`config.mk`:
```
export PLATFORM = sky130hd
export DESIGN_NAME = best_fit_slot_allocator
export DESIGN_NICKNAME = d
export VERILOG_FILES = /design/src/sv/bfsa_pkg.sv /design/src/sv/best_fit_slot_allocator.sv /design/src/sv/bfsa_cell.sv
export VERILOG_INCLUDE_DIRS = /design/src /design/src/sv
export SDC_FILE = /design/constraint.sdc
export NUM_CORES = 1
export LEC_CHECK = 0
export ABC_AREA = 1
export BUFFER_PORTS_ARGS = -buffer_cell sky130_fd_sc_hd__buf_2
export CAP_MARGIN = 20
export CORE_UTILIZATION = 40
export DETAILED_ROUTE_END_ITERATION = 6
export PLACE_DENSITY = 0.65
export SLEW_MARGIN = 20
export SYNTH_ARGS = -nofsm -noshare
export SYNTH_HDL_FRONTEND = slang
export SYNTH_SLANG_ARGS = --single-unit
```
`constraint.sdc`:
```
create_clock -name clock -period 1.95 [get_ports clock]
set_input_delay 0.2925 -clock clock [delete_from_list [all_inputs] [get_ports clock]]
set_output_delay 0.2925 -clock clock [all_outputs]
set_load 0.02 [all_outputs]
```
`src/sv/best_fit_slot_allocator_assert.svh`:
```
// Assertion macros for the best-fit slot allocator.
// Used by the top level; depends on nothing else.
`ifndef BEST_FIT_SLOT_ALLOCATOR_ASSERT_SVH
`define BEST_FIT_SLOT_ALLOCATOR_ASSERT_SVH

// When a holds, b holds in the same cycle.
`define BFSA_ASSERT_SAME(label, clk, rst, a, b) \
   label: assert property (@(posedge clk) disable iff (rst) (a) |-> (b)) \
      else $error("bfsa: same-cycle check failed");

// When a holds, b holds in the next cycle.
`define BFSA_ASSERT_NEXT(label, clk, rst, a, b) \
   label: assert property (@(posedge clk) disable iff (rst) (a) |=> (b)) \
      else $error("bfsa: next-cycle check failed");

`endif

```
`src/sv/bfsa_pkg.sv`:
```
// Shared types and constants for the best-fit slot allocator.
// Used by bfsa_cell and best_fit_slot_allocator.
package bfsa_pkg;

   localparam int OPCODE_W   = 1;
   localparam int SLOT_W     = 4;
   localparam int CAP_PORT_W = 16;
   localparam int REQ_W      = 16;

   localparam logic [OPCODE_W-1:0] OP_LOAD  = 1'b0;
   localparam logic [OPCODE_W-1:0] OP_ALLOC = 1'b1;

   typedef enum logic [1:0] {
      ST_IDLE,
      ST_SCAN,
      ST_FINISH
   } state_type;

   // Control part of the search word that walks the chain.
   typedef struct packed {
      logic active;
      logic have;
   } tok_ctl_type;

   // Commands broadcast to every cell.
   typedef struct packed {
      logic load;
      logic take;
   } cmd_type;

endpackage

```
`src/sv/best_fit_slot_allocator.sv`:
```
// Best-fit slot allocator: a load word writes one slot's capacity and frees the slot
// (slot indexes at or above NUM_SLOTS are ignored) and gives no result; an allocate
// word grants the free slot with the smallest capacity that still holds the request,
// lowest index on a tie, and returns one result (found=0 and no change when nothing
// fits). A load word writes the cell as it is accepted, and the block stays ready. After
// acceptance of an allocate word, the search word walks the chain of slot cells one cell per
// cycle, then the best fit is registered for the grant and the result is registered. The next
// word is accepted only after the grant, so an allocate word holds the input until then;
// a result still waiting in the output register stalls the grant until taken.
// Depends on bfsa_pkg and best_fit_slot_allocator_assert.svh.
`include "best_fit_slot_allocator_assert.svh"

module best_fit_slot_allocator #(
   parameter int NUM_SLOTS = 16,
   parameter int CAP_WIDTH = 16
) (
   input  logic                              clock,
   input  logic                              reset,
   input  logic                              req_valid,
   output logic                              req_ready,
   input  logic [bfsa_pkg::OPCODE_W-1:0]     req_opcode,
   input  logic [bfsa_pkg::SLOT_W-1:0]       req_slot_index,
   input  logic [bfsa_pkg::CAP_PORT_W-1:0]   req_capacity,
   input  logic [bfsa_pkg::REQ_W-1:0]        req_request_size,
   output logic                              rsp_valid,
   input  logic                              rsp_ready,
   output logic                              rsp_found,
   output logic [bfsa_pkg::SLOT_W-1:0]       rsp_granted_slot,
   output logic [bfsa_pkg::CAP_PORT_W-1:0]   rsp_granted_capacity
);

   localparam int IDX_W = $clog2(NUM_SLOTS);
   localparam int CMP_W = (CAP_WIDTH > bfsa_pkg::REQ_W) ? CAP_WIDTH : bfsa_pkg::REQ_W;

   bfsa_pkg::state_type             state_ff;
   bfsa_pkg::state_type             state_in;
   bfsa_pkg::cmd_type               cmd;
   logic                            start_ff;
   logic                            start_in;
   logic                            rsp_load;
   logic [bfsa_pkg::REQ_W-1:0]      req_size_ff;
   logic                            fin_have_ff;
   logic [IDX_W-1:0]                fin_idx_ff;
   logic [CAP_WIDTH-1:0]            fin_cap_ff;
   logic                            rsp_valid_ff;
   logic                            rsp_found_ff;
   logic [bfsa_pkg::SLOT_W-1:0]     rsp_slot_ff;
   logic [bfsa_pkg::CAP_PORT_W-1:0] rsp_cap_ff;

   bfsa_pkg::tok_ctl_type tok_ctl [0:NUM_SLOTS];
   logic [IDX_W-1:0]      tok_idx [0:NUM_SLOTS];
   logic [CAP_WIDTH-1:0]  tok_cap [0:NUM_SLOTS];

   // head of the chain: launch an empty search word
   assign tok_ctl[0].active = start_ff;
   assign tok_ctl[0].have   = 1'b0;
   assign tok_idx[0]        = '0;
   assign tok_cap[0]        = '0;

   for (genvar k = 0; k < NUM_SLOTS; k++) begin : g_cell
      bfsa_cell #(
         .CELL_IDX (k),
         .IDX_W    (IDX_W),
         .CAP_W    (CAP_WIDTH)
      ) u_cell (
         .clock      (clock),
         .reset      (reset),
         .cmd        (cmd),
         .load_slot  (req_slot_index),
         .load_cap   (CAP_WIDTH'(req_capacity)),
         .take_slot  (fin_idx_ff),
         .req_size   (req_size_ff),
         .tok_ctl_in (tok_ctl[k]),
         .tok_idx_in (tok_idx[k]),
         .tok_cap_in (tok_cap[k]),
         .tok_ctl_ff (tok_ctl[k+1]),
         .tok_idx_ff (tok_idx[k+1]),
         .tok_cap_ff (tok_cap[k+1])
      );
   end

   always_comb begin
      state_in  = state_ff;
      req_ready = 1'b0;
      cmd       = '0;
      start_in  = 1'b0;
      rsp_load  = 1'b0;
      unique case (state_ff)
         bfsa_pkg::ST_IDLE: begin
            req_ready = 1'b1;
            if (req_valid) begin
               if (req_opcode == bfsa_pkg::OP_LOAD) begin
                  cmd.load = 1'b1;
               end else begin
                  start_in = 1'b1;
                  state_in = bfsa_pkg::ST_SCAN;
               end
            end
         end
         bfsa_pkg::ST_SCAN: begin
            if (tok_ctl[NUM_SLOTS].active) begin
               state_in = bfsa_pkg::ST_FINISH;
            end
         end
         bfsa_pkg::ST_FINISH: begin
            // hold the grant until the output register is free
            if (!rsp_valid_ff || rsp_ready) begin
               rsp_load = 1'b1;
               cmd.take = fin_have_ff;
               state_in = bfsa_pkg::ST_IDLE;
            end
         end
         default: begin
            state_in = bfsa_pkg::ST_IDLE;
         end
      endcase
   end

   always_ff @(posedge clock) begin
      if (reset) begin
         state_ff     <= bfsa_pkg::ST_IDLE;
         start_ff     <= 1'b0;
         rsp_valid_ff <= 1'b0;
      end else begin
         state_ff <= state_in;
         start_ff <= start_in;
         if (rsp_load) begin
            rsp_valid_ff <= 1'b1;
         end else if (rsp_ready) begin
            rsp_valid_ff <= 1'b0;
         end
      end
   end

   always_ff @(posedge clock) begin
      if (start_in) begin
         req_size_ff <= req_request_size;
      end
      if (tok_ctl[NUM_SLOTS].active) begin
         fin_have_ff <= tok_ctl[NUM_SLOTS].have;
         fin_idx_ff  <= tok_idx[NUM_SLOTS];
         fin_cap_ff  <= tok_cap[NUM_SLOTS];
      end
      if (rsp_load) begin
         rsp_found_ff <= fin_have_ff;
         rsp_slot_ff  <= fin_have_ff ? bfsa_pkg::SLOT_W'(fin_idx_ff) : '0;
         rsp_cap_ff   <= fin_have_ff ? bfsa_pkg::CAP_PORT_W'(fin_cap_ff) : '0;
      end
   end

   assign rsp_valid            = rsp_valid_ff;
   assign rsp_found            = rsp_found_ff;
   assign rsp_granted_slot     = rsp_slot_ff;
   assign rsp_granted_capacity = rsp_cap_ff;

   `BFSA_ASSERT_SAME(a_tail_in_scan, clock, reset, tok_ctl[NUM_SLOTS].active,
      state_ff == bfsa_pkg::ST_SCAN)
   `BFSA_ASSERT_SAME(a_take_needs_fit, clock, reset, cmd.take,
      fin_have_ff && (state_ff == bfsa_pkg::ST_FINISH))
   `BFSA_ASSERT_SAME(a_grant_fits, clock, reset,
      (state_ff == bfsa_pkg::ST_FINISH) && fin_have_ff,
      CMP_W'(fin_cap_ff) >= CMP_W'(req_size_ff))
   `BFSA_ASSERT_NEXT(a_launch_scans, clock, reset, start_in,
      start_ff && (state_ff == bfsa_pkg::ST_SCAN))

endmodule

```
`src/sv/bfsa_cell.sv`:
```
// One slot of the allocator chain: holds the slot's capacity and taken flag,
// updates the passing search word. Depends on bfsa_pkg.
module bfsa_cell #(
   parameter int CELL_IDX = 0,
   parameter int IDX_W    = 4,
   parameter int CAP_W    = 16
) (
   input  logic                         clock,
   input  logic                         reset,
   input  bfsa_pkg::cmd_type            cmd,
   input  logic [bfsa_pkg::SLOT_W-1:0]  load_slot,
   input  logic [CAP_W-1:0]             load_cap,
   input  logic [IDX_W-1:0]             take_slot,
   input  logic [bfsa_pkg::REQ_W-1:0]   req_size,
   input  bfsa_pkg::tok_ctl_type        tok_ctl_in,
   input  logic [IDX_W-1:0]             tok_idx_in,
   input  logic [CAP_W-1:0]             tok_cap_in,
   output bfsa_pkg::tok_ctl_type        tok_ctl_ff,
   output logic [IDX_W-1:0]             tok_idx_ff,
   output logic [CAP_W-1:0]             tok_cap_ff
);

   localparam int CMP_W = (CAP_W > bfsa_pkg::REQ_W) ? CAP_W : bfsa_pkg::REQ_W;

   logic [CAP_W-1:0]      cap_ff;
   logic                  taken_ff;
   logic                  fits;
   logic                  better;
   bfsa_pkg::tok_ctl_type tok_ctl_in_next;
   logic [IDX_W-1:0]      tok_idx_in_next;
   logic [CAP_W-1:0]      tok_cap_in_next;

   always_comb begin
      fits   = !taken_ff && (CMP_W'(cap_ff) >= CMP_W'(req_size));
      // strict compare keeps the lower index on a tie
      better = fits && (!tok_ctl_in.have || (cap_ff < tok_cap_in));
      tok_ctl_in_next.active = tok_ctl_in.active;
      tok_ctl_in_next.have   = tok_ctl_in.have | better;
      tok_idx_in_next        = better ? IDX_W'(CELL_IDX) : tok_idx_in;
      tok_cap_in_next        = better ? cap_ff : tok_cap_in;
   end

   always_ff @(posedge clock) begin
      if (reset) begin
         taken_ff   <= 1'b1;
         tok_ctl_ff <= '0;
      end else begin
         tok_ctl_ff <= tok_ctl_in_next;
         if (cmd.load && (int'(load_slot) == CELL_IDX)) begin
            taken_ff <= 1'b0;
         end else if (cmd.take && (take_slot == IDX_W'(CELL_IDX))) begin
            taken_ff <= 1'b1;
         end
      end
   end

   always_ff @(posedge clock) begin
      tok_idx_ff <= tok_idx_in_next;
      tok_cap_ff <= tok_cap_in_next;
      if (cmd.load && (int'(load_slot) == CELL_IDX)) begin
         cap_ff <= load_cap;
      end
   end

endmodule

```
* After elaboration in Yosys (flattened, before gate mapping)
Index checks and enable logic that the tools add are counted.
W data, S select, Z words.
** Storage, ports and cells
- Flip-flop bits (word level) :: 682
- Bits of input ports :: 41
- Logic and storage cells :: 385
** Operators by class
- Magnitude comparators :: 31
- Equality and inequality tests :: 36
- Multiplexer cells :: 66
- Bitwise gates (word level) :: 15
- Reductions and logical operators :: 132
** Operators with widths (count)
- $ge A16 B16 Y1 :: 16
- $lt A16 B16 Y1 :: 15
- $mux W16 :: 15
- $eq A4 B4 Y1 const B :: 16
- $logic_and A1 B1 Y1 :: 63
- $mux W1 :: 46
- $reduce_bool A2 Y1 :: 17
- $eq A4 B3 Y1 const B :: 8
- $logic_not A1 Y1 :: 32
- $eq A4 B2 Y1 const B :: 4
- $logic_or A1 B1 Y1 :: 16
- $or A1 B1 Y1 :: 15
- $eq A4 B1 Y1 const B :: 2
- $logic_not A4 Y1 :: 2
- $mux W2 :: 4
- $ne A2 B2 Y1 const B :: 3
- $pmux W2 S3 :: 1
- $reduce_and A4 Y1 :: 1
- $eq A2 B1 Y1 const B :: 1
- $eq A2 B2 Y1 const B :: 1
- $logic_not A2 Y1 :: 1
- $ne A2 B1 Y1 const B :: 1

* Logic depth before layout (Yosys ltp)
Gate-level depths: netlist of run 1.
- Depth in word-level cells :: 7
- Gate-level depth with buffers :: 15
- Mapped depth without buffers :: 14

* Cells and area by module
Synthesis of run 1 repeated with hierarchy kept, for this count alone.
** Second synthesis, totals
- Cells, all modules :: 4024
- Area, all modules :: 35808.1 um^2
** Modules (own cells, without submodules)
- bfsa_cell (g_cell[10].u_cell ...) :: instances 4, cells an instance 244, area an instance 2120.8 um^2
- bfsa_cell (g_cell[12].u_cell ...) :: instances 3, cells an instance 243, area an instance 2117.0 um^2
- bfsa_cell (g_cell[4].u_cell ...) :: instances 2, cells an instance 242, area an instance 2110.8 um^2
- bfsa_cell (g_cell[13].u_cell ...) :: instances 2, cells an instance 244, area an instance 2088.3 um^2
- bfsa_cell (g_cell[11].u_cell ...) :: instances 2, cells an instance 243, area an instance 2080.7 um^2
- bfsa_cell (g_cell[3].u_cell) :: instances 1, cells an instance 245, area an instance 2124.5 um^2
- bfsa_cell (g_cell[0].u_cell) :: instances 1, cells an instance 244, area an instance 2105.8 um^2
- best_fit_slot_allocator :: instances 1, cells an instance 128, area an instance 2098.3 um^2
- bfsa_cell (g_cell[15].u_cell) :: instances 1, cells an instance 244, area an instance 2085.8 um^2

* Least setup slack after synthesis of run 1
Ideal clock, no wire load.
- Kind :: register to register
- Start :: reg state_ff[0]
- End :: reg g_cell[9].u_cell.cap_ff[0] (enable)
- Arrival :: 1.842 ns
- Required time :: 1.560 ns
- Setup slack :: -0.281 ns
- Cell stages (with the launch flop) :: 6
- Period minus slack after synthesis :: 2.231 ns
- Path through :: dfxtp_1 nor2_1 nand2_1 nor2_1 nand3_1 nor2_1
** On the way
- Longest elaborated chain between the ends :: 3
** Ends and longest elaborated chain
- from (decl) :: RTL line best_fit_slot_allocator.sv:35 : bfsa_pkg::state_type state_ff;
- from (signal assigned) :: RTL line best_fit_slot_allocator.sv:121 : state_ff <= bfsa_pkg::ST_IDLE;
- from (signal assigned) :: RTL line best_fit_slot_allocator.sv:125 : state_ff <= state_in;
- $logic_not A2 Y1 :: RTL line best_fit_slot_allocator.sv:88 : unique case (state_ff)
- $mux W1 :: RTL line best_fit_slot_allocator.sv:88
- $logic_and A1 B1 Y1 :: RTL line bfsa_cell.sv:60 : if (cmd.load && (int'(load_slot) == CELL_IDX)) begin
- to (signal assigned) :: RTL line bfsa_cell.sv:61 : cap_ff <= load_cap;
- to (decl) :: RTL line bfsa_cell.sv:25 : logic [CAP_W-1:0] cap_ff;
No other way between the ends.
A chain may end at the register's enable or synchronous reset.

* Final worst setup path of run 1
- Start :: reg req_size_ff[11] (netlist bit)
- End :: reg g_cell[13].u_cell.tok_cap_ff[6]
** On the way
- Longest elaborated chain between the ends :: 4
** Ends and longest elaborated chain
- from (decl) :: RTL line best_fit_slot_allocator.sv:41 : logic [bfsa_pkg::REQ_W-1:0] req_size_ff;
- from (signal assigned) :: RTL line best_fit_slot_allocator.sv:137 : req_size_ff <= req_request_size;
- $ge A16 B16 Y1 :: RTL line bfsa_cell.sv:34 : fits = !taken_ff && (CMP_W'(cap_ff) >= CMP_W'(req_size));
- $logic_and A1 B1 Y1 :: RTL line bfsa_cell.sv:34
- $logic_and A1 B1 Y1 :: RTL line bfsa_cell.sv:36 : better = fits && (!tok_ctl_in.have || (cap_ff < tok_cap_in));
- $mux W16 :: RTL line bfsa_cell.sv:40 : tok_cap_in_next = better ? cap_ff : tok_cap_in;
- net g_cell[13].u_cell.tok_cap_in_next[6] :: RTL line bfsa_cell.sv:31 : logic [CAP_W-1:0] tok_cap_in_next;
- to (signal assigned) :: RTL line bfsa_cell.sv:59 : tok_cap_ff <= tok_cap_in_next;
- to (decl) :: RTL line bfsa_cell.sv:20 : output logic [CAP_W-1:0] tok_cap_ff
The timed path passes the listed nets, and every way through them passes these cells.

==> run metrics, run 1 <==
failing checks=negative setup slack; pre-CTS setup slack=-0.2387 ns; CTS Buf Count=73; Setup Viol. Count Final=449; prevailing post-synth register cell=dfxtp_1; worst-skew pair later-pin latency=0.64 ns; Max transition margin=0.4647; setup ws final=-0.3303 ns; Min Clock Period, post-route=2.280 ns; RSZ-0062 raised after global routing=true; reg-to-reg startpoint=req_size_ff[11]; ANT cells=0; antenna viol nets, final=0; leakage=18.23 nW; chip width=290.3 µm; clk sinks=671; Core Region=0.08211 mm²; vias in the first global route=24640; largest net degree at the start of global routing=36; Hold Startpoint=req_capacity[1]; most frequent cells in the layout=nand2_1, inv_1, ha_1; CTS root buf=clkbuf_16; Clock Pin Slew Worst Setup and Hold Paths=0.06 ns; Synth Cell Area=0.03325 mm²; total grt overflow=0; R2R depth=13; R2R Path End=g_cell[13].u_cell.tok_cap_ff[6]; antenna violations before repair=4; die height=290.3 µm; Req. time, crit path=2.48 ns; fmax=438.5 MHz; multi-input logic area=0.01659 mm²; Syn Inst Count=3608; Setup CP Type=reg -> reg; syn_nets=4130; type of origin of the critical path=register; Fin. Hold Viols=0; Synth warnings=0; dpl hpwl=62.04 mm; Bufs on Longest Clock Path=3; Seq/Total Area, Yosys=0.4986; FFs w/ async S/R, synth=0; vias=25980; WL/cell=19.01 µm; layout cells sized above 1=0.2071; first-pass GRT wire length=139.6 mm; period utilization=1.169; Arrival @ worst endpoint=2.81 ns; worst slew pin tran=0.8030 ns; die area=0.08427 mm²; detailed router's first-iteration violation count=2093; clock skew=0.03005 ns; DRC viols=0; fillcell total=7115; Total GRT Usage=0.2166; WL final=96.91 mm; Pwr Density=730.9 mW/mm²; post-synthesis register bit count=671; syn_area_per_cell=9.214 µm²; FF/Latch Area=0.01658 mm²; Initial Utilization=0.4049; final core utilization=0.5143; CP Capture Type=register; Buffers on Ports=63; layout net count=4490; min-delay worst type=in -> reg; CP max FO=8; area added between synthesis and finish=27.01%; flop-to-flop setup slack=-0.33 ns; number of flops mapped to enable cells by yosys=314; Routability Congestion=0.8804; max_cap viols=0; commonest non-fill, non-tap cell in the layout=nand2_1; Slew Viols, Final=0; status=complete, but fails checks; CTS tree=yes; Tot Pwr=30.86 mW; Pre-Repair DR Iteration Count=6; Setup TNS=-67.44 ns; CP endpoint=g_cell[13].u_cell.tok_cap_ff[6]; worst hold stages=1; htree depth=3; worst setup path start=req_size_ff[11]; Peak VDD IR=0.8495 mV; FP Rows=105; Unique masters post-synth=26; io pins=64; DR vias/cell=5.097
synth_stat cells (3+ instances only):
cell      number  area (µm²)
nand2_1     1003        3765
inv_1        494        1854
ha_1         481        6018
dfxtp_1      357        7147
edfxtp_1     314        9429
nand3_1      278        1391
a21oi_1      217        1086
nor2_1       188       705.7
o21ai_0       60       300.3
nor3_1        44       220.2
buf_2         23       115.1
nand2_2       22       137.6
nand4_1       20       125.1
o21a_1        18       135.1
o21bai_1      18       135.1
buf_4         16       120.1
a21oi_4       12       195.2
a21boi_0      11       82.58
buf_6         11       123.9
clkbuf_1       7       26.28
nand2_4        7       78.83
a21oi_2        3       26.28
through the flow:
step | hold WS [ns] | cells | instance area (µm²)
floorplan | 0.3855 | 3608 | 33360
CTS | 0.1725 | 5052 | 40060
global placement | 0.3865 | 4861 | 36510
finish | 0.1961 | 5097 | 42230
detailed placement | 0.3887 | 4861 | 36510
global route | 0.1777 | 5097 | 42230
layout make-up:
type | instances | area share
Clock buffer | 106 | 0.05037
Clock inverter | 28 | 0.006519
Tap cell | 1070 | 0.03170
Timing Repair Buffer | 319 | 0.08187
Sequential cell | 671 | 0.3925
Multi-Input combinational cell | 2409 | 0.3928
Inverter | 494 | 0.04418
critical path, stage by stage (launching register included):
cell and delay (ns):
edfxtp_1 0.38, inv_4 0.09, buf_12 0.17, buf_6 0.13
ha_4 0.27, nand2_4 0.05, o21bai_4 0.17, a21oi_2 0.18
nor2_2 0.07, a21oi_4 0.24, buf_12 0.18, nand2_8 0.09
nand2_2 0.07, nand2_1 0.05
sequential cells by signal, indices dropped and copies added (netlist names):
register and cells:
fin_cap_ff 16, fin_have_ff 1, fin_idx_ff 4, g_cell.u_cell.cap_ff 256, g_cell.u_cell.taken_ff 16, g_cell.u_cell.tok_cap_ff 256, g_cell.u_cell.tok_ctl_ff 32, g_cell.u_cell.tok_idx_ff 49
req_size_ff 16, rsp_found 1, rsp_granted_capacity 16, rsp_granted_slot 4, rsp_valid 1, start_ff 1, state_ff 2
routing by layer:
metal / share of wire / global-route usage
met5: 0.00012 / 0
met4: 0.045 / 0.09315
met3: 0.066 / 0.03617
met2: 0.46 / 0.3526
met1: 0.43 / 0.2837
worst min-delay path by stage:
stage	to	slack [ns]
finish	g_cell[2].u_cell.cap_ff[1]	0.20
global route	g_cell[1].u_cell.cap_ff[1]	0.18
CTS	g_cell[2].u_cell.cap_ff[1]	0.17
detailed placement	fin_idx_ff[3]	0.39
global placement	fin_cap_ff[8]	0.39
floorplan	fin_cap_ff[0]	0.39
repair_timing:
action                     4_1_cts  5_1_grt
pin swaps                       43      120
hold buffers                    17        0
buffers inserted                22       23
setup endpoints to repair      576      592
gates cloned                    20       24
resized for setup              130      342
hold endpoints to repair        17        0
logic make-up (layout without fill, tap and decap cells):
family,Yosys count,in the layout,share of synthesized area
adder cells (fa/ha/maj),481,481,0.1810
flip-flops,671,671,0.4986
AO/OA/AOI/OAI,341,341,0.05931
buffers and inverters,551,947,0.06737
AND/OR/NAND/NOR,1564,1587,0.1937
report_power, final:
group / internal [mW] / total, mW / switching [mW] / leakage (nW)
clock network: 7.85 / 13.8 / 5.93 / 1.18
registers: 14.9 / 15.1 / 0.159 / 5.73
logic: 0.779 / 1.98 / 1.20 / 11.3
total: 23.6 / 30.9 / 7.29 / 18.2
(Power assumes the default switching activity.)
==> run 2: changes to the inputs <==
ABC_AREA = unset   (was 1)
CTS_BUF_LIST = sky130_fd_sc_hd__clkbuf_4   (was unset)
==> run 2 against run 1 <==
  * The flow still finishes with violations (negative setup slack)
  * Count of clock-buffer cells in the layout grew 171
  * Synthesized cell count shrank 26%
  * Combinational power grew 6%
  * Synthesized area shrank 2.8%
  * Clock skew grew 0.042 ns
  * Clock power shrank 9%
  * Flip-flop and latch count is the same
  * Register-to-register slack lost 0.38 ns
  * Global-route usage grew 1.1 points
  * Largest cell class is now flip-flops and latches
==> run metrics, run 2 <==
status=complete, but fails checks; failing checks=negative setup slack; switching pwr=7.255 mW; hold endpoint=g_cell[1].u_cell.tok_ctl_ff[0]; RSZ-0062 raised after global routing=true; Setup CP Type=reg -> reg; Core Region=0.07952 mm²; Peak VDD IR=0.5336 mV; R2R depth=12; Buffers on Ports=63; fmax=375.5 MHz; Min Clock Period, post-route=2.663 ns; Fin. Hold Viols=0; Yosys top cell area share=0.2917; combinational power share=0.070; CP Capture Type=register; clock skew=0.07188 ns; Clock power frac=0.424; post-place instance area=0.03781 mm²; list of most frequent post-synthesis cells=ha_1, dfxtp_1, edfxtp_1, inv_1, mux2_2; Bufs on Longest Clock Path=3; top post-synthesis cells by area=edfxtp_1, dfxtp_1, ha_1; worst hold stages=3; chip width=286.3 µm; R2R Path End=g_cell[3].u_cell.tok_cap_ff[7]; period utilization=1.366; cell taking the most area after synthesis=edfxtp_1; Layout Cells excl Fill=4656; layout cells sized above 1=0.3755; DR vias/cell=5.180; Seq/Total Area, Yosys=0.5128; largest net degree at the start of global routing=36; antenna viol nets, final=0; Pre-Repair DR Iteration Count=6; commonest non-fill, non-tap cell in the layout=ha_1; Flop pwr share=0.506; FP Rows=103; top flop regs=g_cell.u_cell.cap_ff (256), g_cell.u_cell.tok_cap_ff (256), g_cell.u_cell.tok_idx_ff (49); Setup Viol. Count Final=322; antenna violations before repair=4; Hold Startpoint=reset; prevailing post-synth register cell=dfxtp_1; WL/cell=19.99 µm; setup ws final=-0.7134 ns; WL final=93.09 mm; CP max FO=7; vias in the first global route=25700; detailed router's first-iteration violation count=1204; Slew Viols, Final=0; max_cap viols=0; top-count cell post-synth=ha_1; syn_area_per_cell=12.06 µm²; syn_nets=3203; Pwr Density=688.6 mW/mm²; Max transition margin=0.2834; Unique masters post-synth=60; Setup TNS=-180.25 ns; number of flops mapped to enable cells by yosys=314; CTS tree=yes; most frequent cells in the layout=ha_1, buf_4, dfxtp_1; area added between synthesis and finish=33.82%; worst slew pin tran=1.073 ns; layout net count=3976; htree depth=4; CTS root buf=clkbuf_4; die area=0.08196 mm²; Routability Congestion=0.9023; Syn Inst Count=2681; min-delay worst type=in -> reg; type of origin of the critical path=register; die height=286.3 µm; Clock Pin Slew Worst Setup and Hold Paths=0.06 ns; Req. time, crit path=2.87 ns; first-pass GRT wire length=142.1 mm; Final Cell Area=0.04326 mm²; dpl hpwl=64.72 mm; FFs w/ async S/R, synth=0; io pins=64; clk sinks=671; Total GRT Usage=0.2273; Sw Share=0.2435; leakage=17.87 nW; Initial Utilization=0.4066; vias=24120; post-synthesis register bit count=671; reg-to-reg startpoint=req_size_ff[9]; Arrival @ worst endpoint=3.59 ns; flop-to-flop setup slack=-0.71 ns; Cells after DPL=4193; P_int=22.53 mW; Tot Pwr=29.79 mW; worst-skew pair later-pin latency=1.07 ns; Synth Cell Area=0.03233 mm²; Synth warnings=0; DRC viols=0; CTS Buf Count=176; total grt overflow=0
run 2: cell types whose count changed after synthesis, sizes merged, moves of 57 or more:
cell / before / now
nand2: 1032 / 123
nand3: 278 / 12
mux2: 0 / 240
inv: 494 / 287
nor2: 188 / 61
nand2b: 0 / 57
run 2: per-stage QoR:
stage / hold slack, ns / utilization / setup slack (ns)
CTS: 0.1640 / 0.5359 / -0.7011
finish: 0.2864 / 0.5441 / -0.7134
global route: 0.2278 / 0.5440 / -0.8122
global placement: 0.3858 / 0.4755 / -0.7373
floorplan: 0.3855 / - / -0.6418
detailed placement: 0.3887 / 0.4755 / -0.8038
run 2: how the worst max path moves through the flow:
stage	startpoint	to	slack, ns	depth (start not counted)
3_5_place_dp	req_size_ff[9]	g_cell[14].u_cell.tok_cap_ff[10]	-0.80	9
6_report	req_size_ff[9]	g_cell[3].u_cell.tok_cap_ff[7]	-0.71	12
2_1_floorplan	req_size_ff[15]	g_cell[4].u_cell.tok_cap_ff[10]	-0.64	10
3_3_place_gp	req_size_ff[12]	g_cell[14].u_cell.tok_cap_ff[11]	-0.74	9
5_1_grt	req_size_ff[15]	g_cell[9].u_cell.tok_cap_ff[12]	-0.81	10
4_1_cts	req_size_ff[9]	g_cell[6].u_cell.tok_cap_ff[2]	-0.70	11
run 2: cell families (layout without fill, tap and decap cells):
group	count (synthesis)	count (layout)	synth area share
adder cells (fa/ha/maj)	481	481	0.1862
other	0	3	0
flip-flops	671	671	0.5128
multiplexers	240	240	0.08534
AND/OR/NAND/NOR	469	469	0.07749
buffers and inverters	330	1252	0.04184
AO/OA/AOI/OAI	490	490	0.09641
run 2: power by group through the flow:
stage	clock, mW	combinational, mW	sequential [mW]
after detailed placement	0	1.69	15.4
after floorplan	0	0.847	15.3
after global routing	13.8	2.26	15.1
after global placement	0	1.61	15.4
final	12.6	2.09	15.1
after CTS	13.0	2.01	15.1
run 2: routing by layer:
metal / wire (µm) / part of all wire / up-vias / GRT usage
met2: 47180 / 0.51 / 627 / 0.4035
li1: - / - / 11510 / -
met1: 37840 / 0.41 / 11770 / 0.2660
met5: 0 / 0 / - / 0
met4: 3261 / 0.035 / 0 / 0.09786
met3: 4810 / 0.052 / 212 / 0.04348
run 2: cell type report:
cell class,count,area [µm²]
Antenna cell,3,7.507
Clock buffer,277,2079
Clock inverter,50,266.5
Fill cell,6480,36250
Inverter,287,1104
Multi-Input combinational cell,1680,16260
Sequential cell,671,16580
Tap cell,1050,1314
Timing Repair Buffer,638,5649
run 2: what timing repair did:
| item | in CTS | in global routing |
|---|---|---|
| gates cloned | 10 | 5 |
| hold buffers | 61 | 0 |
| pin swaps | 44 | 49 |
| endpoints found under the setup margin | 344 | 361 |
| setup buffers | 52 | 21 |
| hold endpoints to repair | 589 | 0 |
| gates resized for setup | 280 | 98 |
run 2: critical path, stage by stage, from the launching register on:
cell and delay [ns]:
edfxtp_1 0.38, clkinvlp_4 0.14, buf_12 0.17, buf_6 0.12, ha_4 0.25, buf_6 0.08, nand4_1 0.16, nor3_2 0.21
a21oi_2 0.07, a211o_1 0.34, buf_4 0.17, buf_16 0.13, mux2_1 0.31
